$ cat src/design/rbre_pkg.sv
// Shared types and constants for the range bitmap run engine.
`default_nettype none
package rbre_pkg;
   localparam int DEPTH_DEFAULT = 4096;
   localparam int WORD_BITS = 8;
   localparam int POS_W = 12;
   localparam int ANS_W = 13;

   localparam logic [2:0] KIND_CLEAR = 3'd0;
   localparam logic [2:0] KIND_SET   = 3'd1;
   localparam logic [2:0] KIND_FLIP  = 3'd2;
   localparam logic [2:0] KIND_COUNT = 3'd3;
   localparam logic [2:0] KIND_RUN   = 3'd4;

   typedef enum logic [2:0] {
      ST_CLEAR,
      ST_IDLE,
      ST_READ,
      ST_PROC,
      ST_FIN
   } state_type;

   typedef struct packed {
      logic [ANS_W-1:0] count;
      logic [ANS_W-1:0] run;
      logic [ANS_W-1:0] best;
   } stat_type;
endpackage
`default_nettype wire

$ cat src/design/rbre_word_stat.sv
// Count and run statistics folded over one masked word of the bit store.
`default_nettype none
module rbre_word_stat (
   input  wire logic [rbre_pkg::WORD_BITS-1:0] data,
   input  wire logic [rbre_pkg::WORD_BITS-1:0] mask,
   input  wire rbre_pkg::stat_type             stat_in,
   output rbre_pkg::stat_type                  stat_out
);
   always_comb begin
      rbre_pkg::stat_type s;
      s = stat_in;
      for (int j = 0; j < rbre_pkg::WORD_BITS; j++) begin
         if (mask[j]) begin
            if (data[j]) begin
               s.count = s.count + 1'b1;
               s.run = s.run + 1'b1;
               if (s.run > s.best) begin
                  s.best = s.run;
               end
            end else begin
               s.run = '0;
            end
         end
      end
      stat_out = s;
   end
endmodule
`default_nettype wire

$ cat src/design/range_bitmap_run_engine.sv
// Range bitmap run engine: word-serial read-modify-write (read only for count and run) over an 8-bit-wide bit store.
// Each 8-bit word touched by the range is read (ST_READ) and then processed (ST_PROC), then ST_FIN;
// an item that touches no word (reversed range, unused kind, start past the array) goes straight to ST_FIN.
// A new item is taken only in ST_IDLE, so not before the previous item has finished.
// A finished result waits in the output register while the next item is processed.
// Reset: a clearing pass writes zeros to all (DEPTH+7)/8 words, one per cycle, before any
// item is accepted.
`default_nettype none
module range_bitmap_run_engine #(
   parameter int DEPTH = rbre_pkg::DEPTH_DEFAULT
) (
   input  wire logic                       clock,
   input  wire logic                       reset,
   input  wire logic                       req_valid,
   output logic                            req_stall,
   input  wire logic [2:0]                 req_kind,
   input  wire logic [rbre_pkg::POS_W-1:0] req_range_start,
   input  wire logic [rbre_pkg::POS_W-1:0] req_range_end,
   output logic                            rsp_valid,
   input  wire logic                       rsp_stall,
   output logic [rbre_pkg::ANS_W-1:0]      rsp_answer,
   output logic                            rsp_bad_range
);
   localparam int WB = rbre_pkg::WORD_BITS;
   localparam int PW = rbre_pkg::POS_W;
   localparam int NW = (DEPTH + WB - 1) / WB;
   localparam int AW = (NW > 1) ? $clog2(NW) : 1;
   localparam int WIW = PW - $clog2(WB);

   rbre_pkg::state_type state_ff, state_in;
   logic [AW-1:0]  clr_ff, clr_in;
   logic [2:0]     kind_ff, kind_in;
   logic [PW-1:0]  lo_ff, lo_in, hi_ff, hi_in;
   logic [WIW-1:0] word_ff, word_in;
   logic           bad_ff, bad_in, query_ff, query_in, skip;
   rbre_pkg::stat_type stat_ff, stat_in, stat_next;
   logic           rsp_valid_ff, rsp_valid_in, load_rsp;
   logic [rbre_pkg::ANS_W-1:0] answer_ff, answer_in;
   logic           rsp_bad_ff, rsp_bad_in;

   logic [WB-1:0] mem [NW];
   logic [WB-1:0] rdata_ff, wdata, mask;
   logic          mem_we, mem_re;
   logic [AW-1:0] mem_addr;
   logic [AW+WIW-1:0] word_wide;
   logic [PW-1:0] hi_clamp;
   logic accept;

   assign accept = req_valid && !req_stall;
   assign word_wide = {{AW{1'b0}}, word_ff};

   always_comb begin
      hi_clamp = req_range_end;
      if (int'(req_range_end) >= DEPTH) begin
         hi_clamp = PW'(DEPTH - 1);
      end
      skip = (req_kind > rbre_pkg::KIND_RUN) || (req_range_start > req_range_end)
             || (int'(req_range_start) >= DEPTH);
   end

   always_comb begin
      logic [PW-1:0] p;
      for (int j = 0; j < WB; j++) begin
         p = {word_ff, 3'(j)};
         mask[j] = (p >= lo_ff) && (p <= hi_ff);
      end
   end

   rbre_word_stat u_stat (
      .data    (rdata_ff),
      .mask    (mask),
      .stat_in (stat_ff),
      .stat_out(stat_next)
   );

   // next state
   always_comb begin
      state_in = state_ff;
      case (state_ff)
         rbre_pkg::ST_CLEAR: if (clr_ff == AW'(NW - 1)) state_in = rbre_pkg::ST_IDLE;
         rbre_pkg::ST_IDLE:
            if (accept) state_in = skip ? rbre_pkg::ST_FIN : rbre_pkg::ST_READ;
         rbre_pkg::ST_READ:  state_in = rbre_pkg::ST_PROC;
         rbre_pkg::ST_PROC:
            state_in = (word_ff == hi_ff[PW-1:PW-WIW]) ? rbre_pkg::ST_FIN : rbre_pkg::ST_READ;
         rbre_pkg::ST_FIN:
            if (!query_ff || !rsp_valid_ff || !rsp_stall) state_in = rbre_pkg::ST_IDLE;
         default:  state_in = rbre_pkg::ST_CLEAR;
      endcase
   end

   // outputs and memory control
   always_comb begin
      req_stall = 1'b1;
      mem_we = 1'b0;
      mem_re = 1'b0;
      mem_addr = word_wide[AW-1:0];
      wdata = '0;
      load_rsp = 1'b0;
      case (state_ff)
         rbre_pkg::ST_CLEAR: begin
            mem_we = 1'b1;
            mem_addr = clr_ff;
         end
         rbre_pkg::ST_IDLE: req_stall = 1'b0;
         rbre_pkg::ST_READ: mem_re = 1'b1;
         rbre_pkg::ST_PROC: begin
            case (kind_ff)
               rbre_pkg::KIND_CLEAR: begin mem_we = 1'b1; wdata = rdata_ff & ~mask; end
               rbre_pkg::KIND_SET:   begin mem_we = 1'b1; wdata = rdata_ff | mask; end
               rbre_pkg::KIND_FLIP:  begin mem_we = 1'b1; wdata = rdata_ff ^ mask; end
               default: mem_we = 1'b0;
            endcase
         end
         rbre_pkg::ST_FIN: load_rsp = query_ff && (!rsp_valid_ff || !rsp_stall);
         default: req_stall = 1'b1;
      endcase
   end

   // datapath next values
   always_comb begin
      clr_in = clr_ff;
      kind_in = kind_ff;
      lo_in = lo_ff;
      hi_in = hi_ff;
      word_in = word_ff;
      bad_in = bad_ff;
      query_in = query_ff;
      stat_in = stat_ff;
      if (state_ff == rbre_pkg::ST_CLEAR) begin
         clr_in = clr_ff + 1'b1;
      end
      if (accept) begin
         kind_in = req_kind;
         lo_in = req_range_start;
         hi_in = hi_clamp;
         word_in = req_range_start[PW-1:PW-WIW];
         bad_in = req_range_start > req_range_end;
         query_in = (req_kind == rbre_pkg::KIND_COUNT) || (req_kind == rbre_pkg::KIND_RUN);
         stat_in = '0;
      end
      if (state_ff == rbre_pkg::ST_PROC) begin
         stat_in = stat_next;
         word_in = word_ff + 1'b1;
      end
      rsp_valid_in = rsp_valid_ff && rsp_stall;
      answer_in = answer_ff;
      rsp_bad_in = rsp_bad_ff;
      if (load_rsp) begin
         rsp_valid_in = 1'b1;
         rsp_bad_in = bad_ff;
         answer_in = bad_ff ? '0 :
                     (kind_ff == rbre_pkg::KIND_COUNT) ? stat_ff.count : stat_ff.best;
      end
   end

   always_ff @(posedge clock) begin
      if (mem_we) begin
         mem[mem_addr] <= wdata;
      end
      if (mem_re) begin
         rdata_ff <= mem[mem_addr];
      end
   end

   always_ff @(posedge clock) begin
      if (reset) begin
         state_ff <= rbre_pkg::ST_CLEAR;
         clr_ff <= '0;
         rsp_valid_ff <= 1'b0;
      end else begin
         state_ff <= state_in;
         clr_ff <= clr_in;
         rsp_valid_ff <= rsp_valid_in;
      end
      kind_ff <= kind_in;
      lo_ff <= lo_in;
      hi_ff <= hi_in;
      word_ff <= word_in;
      bad_ff <= bad_in;
      query_ff <= query_in;
      stat_ff <= stat_in;
      answer_ff <= answer_in;
      rsp_bad_ff <= rsp_bad_in;
   end

   assign rsp_valid = rsp_valid_ff;
   assign rsp_answer = answer_ff;
   assign rsp_bad_range = rsp_bad_ff;

   a_read_then_proc: assert property (@(posedge clock) disable iff (reset)
      state_ff == rbre_pkg::ST_READ |=> state_ff == rbre_pkg::ST_PROC)
      else $error("read not followed by word update");
   a_no_accept_in_clear: assert property (@(posedge clock) disable iff (reset)
      state_ff == rbre_pkg::ST_CLEAR |-> req_stall)
      else $error("input taken during clearing pass");
   a_rsp_from_query: assert property (@(posedge clock) disable iff (reset)
      load_rsp |-> state_ff == rbre_pkg::ST_FIN && query_ff)
      else $error("result loaded outside query finish");
endmodule
`default_nettype wire
$ cat config.mk
export PLATFORM = sky130hd
export DESIGN_NAME = range_bitmap_run_engine
export DESIGN_NICKNAME = d
export VERILOG_FILES = /design/src/design/rbre_pkg.sv /design/src/design/rbre_word_stat.sv /design/src/design/range_bitmap_run_engine.sv
export SDC_FILE = /design/constraint.sdc
export NUM_CORES = 2
export LEC_CHECK = 0
export BUFFER_PORTS_ARGS = -buffer_cell sky130_fd_sc_hd__buf_4
export CORE_UTILIZATION = 33
export CTS_CLUSTER_SIZE = 10
export DETAILED_ROUTE_END_ITERATION = 8
export SETUP_SLACK_MARGIN = 0.15
export SYNTH_ARGS = -nofsm -noshare
export SYNTH_HDL_FRONTEND = slang
export SYNTH_SLANG_ARGS = --single-unit
export TNS_END_PERCENT = 30
$ cat constraint.sdc
create_clock -name clock -period 30.1 [get_ports clock]
set_input_delay 3.01 -clock clock [delete_from_list [all_inputs] [get_ports clock]]
set_output_delay 3.01 -clock clock [all_outputs]
set_load 0.03 [all_outputs]
* Word-level counts from Yosys, hierarchy flattened *
Memories as Yosys holds them, arrays and structs flattened. A register that Yosys moved wholly into a read port is not among the register bits.
Cells that the tools add are included.

cells by class
  add/subtract/negate cells = 18
  magnitude comparators = 26
  equality and inequality tests = 14
  mux-type cells = 62
  bitwise logic cells = 4
  reductions and logical operators = 24

operators by type and width
  operator                 count
  $mux W13                 33
  $mux W39                 10
  $add A13 B1 Y13 const B  16
  $gt A13 B13 Y1           8
  $ge A12 B12 Y1           8
  $le A12 B12 Y1           8
  $mux W9                  3
  $pmux W8 S3              1
  $add A9 B1 Y9 const B    2
  $eq A3 B2 Y1 const B     5
  $mux W3                  5
  $pmux W3 S5              1
  $gt A12 B12 Y1           1
  $logic_and A1 B1 Y1      11
  $eq A9 B9 Y1             1
  $eq A9 B9 Y1 const B     1
  $and A8 B8 Y8            1
  $mux W8                  1
  $not A8 Y8               1
  $or A8 B8 Y8             1
  $xor A8 B8 Y8            1
  $mux W1                  7
  $eq A3 B1 Y1 const B     2
  $eq A3 B3 Y1 const B     2
  9 further kinds          18

word-level totals
  register bits after elaboration = 104
  bits in writable memories = 4,096
  input port bits = 31
  output and inout bits = 16
  word-level logic and storage cells = 163
  memories kept = 1

memory list
  memory  depth  bits a word  read ports  clocked after Yosys merged registers in  write ports  line                           source
  mem     512    8            1           1                                        1            range_bitmap_run_engine.sv:41  logic [WB-1:0] mem [NW];

* Logic depth before layout (Yosys ltp) *
  word-level depth = 41
  depth in mapped cells = 149
  mapped depth without buffers = 143

* Modules after synthesis *
Synthesis repeated with hierarchy kept, for this count alone.

second synthesis, totals
  cells, all modules = 10,800
  area, all modules = 174,633.7 um^2

modules (own cells, without submodules)
  module                   instances  cells an instance  area an instance (um^2)  seq. area each (um^2)
  range_bitmap_run_engine  1          9,269              163,677.0                126,231.1
  rbre_word_stat           1          1,531              10,956.8                 0.0

* Least setup slack after synthesis *
OpenSTA, ideal clock, no wires.

  kind = register to register
  start = register stat_ff[13] (netlist bit)
  end = register stat_ff[7] (netlist bit) (data pin)
  library setup time = 266 ps
  arrival = 21,990 ps
  required time = 29,834 ps
  path slack = 7,845 ps
  stages on the path, launching flop included = 145
  path buffers = 7
  clock period less this slack = 22,255 ps
  cells stage by stage = edfxtp_1 > ha_1 > xnor2_1 > inv_1 > ha_1 > o21a_1 > o21a_1 > o21a_1 > o21a_1 > o21a_1 > o21a_1 > o21a_1 > o21a_1 > o21a_1 > o21ai_0 > a21o_1 > nor2_1 > a21oi_1 > [109 not listed] > ha_1 > nor2b_1 > o21a_1 > o21ai_0 > nand2b_1 > a21oi_1 > o21ai_0 > a21oi_1 > nor2b_1 > o21ai_0 > nand2b_1 > a21oi_1 > nor2_1 > o31a_1 > clkbuf_1 > nand2_1 > o21a_1 > nor2_1

between the ends
  word-level cells in the longest chain between the ends = 34
  elaborated cells between the ends (all ways) = 48
  those cells by class = add/sub: 8; order compare: 8; mux: 32

RTL lines
  element                   line                            source
  start: declaration        range_bitmap_run_engine.sv:36   rbre_pkg::stat_type stat_ff, stat_in, stat_next;
  start signal: assignment  range_bitmap_run_engine.sv:182  stat_ff <= stat_in;
  $add A13 B1 Y13           rbre_word_stat.sv:16            s.run = s.run + 1'b1;
  $gt A13 B13 Y1            rbre_word_stat.sv:17            if (s.run > s.best) begin
  $mux W13                  rbre_word_stat.sv:17
  $mux W13                  rbre_word_stat.sv:14            if (data[j]) begin
  $mux W39 *                rbre_word_stat.sv:13            if (mask[j]) begin
  $gt A13 B13 Y1            rbre_word_stat.sv:17
  $mux W13                  rbre_word_stat.sv:17
  $mux W13                  rbre_word_stat.sv:14
  [18 not listed]           -
  $mux W13                  rbre_word_stat.sv:17
  $mux W13                  rbre_word_stat.sv:14
  $mux W39 *                rbre_word_stat.sv:13
  $gt A13 B13 Y1            rbre_word_stat.sv:17
  $mux W13                  rbre_word_stat.sv:17
  $mux W13                  rbre_word_stat.sv:14
  $mux W39 *                rbre_word_stat.sv:13
  $mux W39 *                range_bitmap_run_engine.sv:142  if (state_ff == rbre_pkg::ST_PROC) begin

Mark *: on every way between the ends. The rest lies on a longest branch, timed or not.
A chain may end at the register's enable or synchronous reset.

* Final worst setup path *
  start = register stat_ff[13] (netlist bit)
  end = register stat_ff[11] (netlist bit) (data pin)

The elaborated chain is that of the path after synthesis.

==> results by group <==
Clock tree
  • CTS root buf: clkbuf_16
  • CTS max path bufs: 4
  • CTS tree: built
  • Postcts setup bufs: 0
  • Reg clk slew, reported paths: around 60 ps
  • Clock Sinks: 4208
  • Hold buffers post-CTS: 0
  • CTS Buf Count: approximately 460
  • Clock latency on the worst-skew pair: 990 ps
  • H-tree depth: 5
  • # resized after CTS: 0

Yosys
  • Flops & latches, synth: 4208
  • Synth Flop Type: edfxtp_1
  • Asr flop ratio synth: 0%
  • Register area share after synthesis: 72.7%
  • Yosys warns: 0
  • Yosys cell types: 118
  • Synthesized net count: 9541
  • Syn Area/Cell: 18.6 um2
  • Syn Std Cell Area: roughly 170000 um2
  • Number of flops mapped to enable cells by yosys: roughly 4200
  • Mapped Cells: 9339

Critical path
  • CP endpoint kind: flip-flop
  • Crit Path Class: reg -> reg
  • CP arrival: 26860 ps
  • Slowest-stage cell, CP: edfxtp_1
  • Critical Path RT: 30850 ps
  • Cell mode on critical path: o21a_1
  • CP max stage delay: 890 ps
  • CP max FO: 21
  • Setup crit start kind: flip-flop

Route
  • 1st-iter DRT viols: about 11000
  • Routed vias: 92400
  • Drt total wl: 473 mm
  • DR DRC count: 0
  • Routed WL per cell: 28.6 um
  • First-pass DRT Iterations: 8
  • Routed Antenna Nets: 0
  • Vias per inst: approximately 5.6

Floorplanning
  • Cell Rows: between 200 and 300
  • Die W: 727 um
  • Die height: 727 um
  • Placeable core area: about 520000 um2
  • DIE AREA: 529000 um2
  • I/O pin count: 47
  • Initial Util: 33.1%

Pwr
  • Static leakage: 60.5 nW
  • Max IR drop VDD: 0.0504 mV
  • PD cells: 60.5 nW/um2
  • Total power: between 10 and 15 mW

STA
  • Final setup violation count: 0
  • Setup slack after layout: 3990 ps
  • Worst Clk Skew: 84.3 ps
  • Hold slack: 496 ps
  • Period utilisation layout: approximately 87%
  • Final Max Tran Viols: 2
  • Sum Neg Setup Slack: 0 ps
  • Final hold vios: 0
  • Worst rel slew slack: -2.62%
  • Min Clock Period, post-route: between 20000 and 30000 ps
  • RSZ-0062 raised after global routing: no
  • Worst Max-Slew Pin Slew: 1530 ps
  • Fmax: 38.3 MHz

GRT
  • Largest net degree at the start of global routing: 245
  • Gr usage total: between 10% and 20%
  • Number of global-route vias before repair: around 94000
  • Initial antenna violation count: 28
  • Global-route wire length before repair: 682 mm
  • GRT overflow: 0

Place
  • Post-DP HPWL: 285 mm
  • PortBufs: 46
  • Placement Setup Slack: approximately 4400 ps
  • Placer Congestion: 0.865

Cells and area
  • Area grow syn2layout: 12.4%
  • Layout Nets: 9693
  • Util after Layout: 37.2%
  • Most common cell after layout, fill and taps aside: edfxtp_1
  • Most frequent cells in the layout: 4195 x edfxtp_1, 1024 x mux4_2, 693 x nor2_1
  • Layout cell share with drive strength beyond 1: 20.0%

Run status
  • Failing checks: max-capacitance violations, max-slew violations
  • Status: finished with violations

Flow run
  • Count of max-cap constraint violations: 1

Hold path
  • Worst hold path type: reg -> reg
-- synthesized netlist by cell type, drive strengths merged, types with 38 or more instances --
| library cell | instances | share of area (%) |
|---|---|---|
| a21oi | 361 | 1.0 |
| a22oi | 523 | 2.3 |
| and2 | 38 | 0.14 |
| and3 | 38 | 0.14 |
| buf | 142 | 0.32 |
| clkbuf | 408 | 0.88 |
| edfxtp | 4195 | 73 |
| ha | 171 | 1.2 |
| inv | 153 | 0.33 |
| mux2i | 64 | 0.37 |
| mux4 | 1024 | 13 |
| nand2 | 307 | 0.66 |
| nand3 | 107 | 0.32 |
| nand4 | 56 | 0.21 |
| nor2 | 701 | 1.5 |
| nor3 | 65 | 0.20 |
| nor4 | 55 | 0.21 |
| o21a | 74 | 0.32 |
| o21ai | 118 | 0.34 |
| xnor2 | 105 | 0.53 |
| xor2 | 49 | 0.25 |
-- power breakdown --
part,switching [mW],total [mW],internal [mW],leakage (nW)
combinational,0.298,0.512,0.214,16.5
sequential,0.00142,6.35,6.35,37.9
clock,2.13,4.93,2.80,6.08
-- path summary, 6_finish.rpt --
path                                   from                   endpoint  slack [ps]  cells past startpoint
setup / recovery  stat_ff[13]$_SDFFCE_PN0P_  stat_ff[11]$_SDFFCE_PN0P_        3990                    142
hold / removal         rsp_valid$_SDFF_PP0_       rsp_valid$_SDFF_PP0_         500                      2
setup reg to reg  stat_ff[13]$_SDFFCE_PN0P_  stat_ff[11]$_SDFFCE_PN0P_        3990                    142
hold reg to reg        rsp_valid$_SDFF_PP0_       rsp_valid$_SDFF_PP0_         500                      2
-- cell families (layout without fill, tap and decap cells) --
family | after synthesis | in the layout | share of synthesized area [%]
flip-flops | 4208 | 4208 | 72.7
AND/OR/NAND/NOR | 1570 | 1570 | 4.24
AO/OA/AOI/OAI | 1407 | 1407 | 5.62
multiplexers | 1115 | 1115 | 13.8
buffers and inverters | 711 | 924 | 1.55
adder cells (fa/ha/maj) | 171 | 171 | 1.23
XOR/XNOR | 157 | 157 | 0.817
other | 0 | 6 | 0
-- cell type report --
class,instances,area [um2]
fill,47300,329000
sequential,4208,126000
multi-input combinational,4420,45100
clock buffer,500,11900
tap,6968,8720
timing repair buffer,237,2080
inverter,161,604
clock inverter,26,562
antenna,6,15.0
-- per-stage QoR --
step	std cells	area, um2
after detailed placement	16000	183000
after floorplan	9339	174000
after global routing	16500	195000
after global placement	16000	183000
after CTS	16500	195000
final	16500	195000
-- sequential cells by signal (all words and copies together), names as in the netlist --
signal         flops
rdata_ff           8
rsp_bad_range      1
mem             4096
stat_ff           39
hi_ff             12
rsp_answer        13
lo_ff             12
word_ff            9
query_ff           1
state_ff           3
bad_ff             1
rsp_valid          1
clr_ff             9
kind_ff            3
-- critical path: cells and delay by family, from the launching register on --
family,cells,cell delay (ps)
AOI/OAI and AO/OA,88,16150
xor gates and xnor gates,1,220
muxes,3,830
adders and majority gates,9,2910
and+or+nand+nor,32,3010
buffers and inverters,9,1790
DFF,1,890
-- routing by layer --
| metal | vias to the layer above | global-route usage (%) | share of wire (%) |
|---|---|---|---|
| met5 | - | 0 | 0.056 |
| met3 | 689 | 2.53 | 7.8 |
| met2 | 4147 | 28.2 | 48 |
| met4 | 16 | 5.11 | 3.0 |
| met1 | 49100 | 24.6 | 41 |
| li1 | 38500 | - | - |
Note: power is estimated with default switching activity, not from simulation.
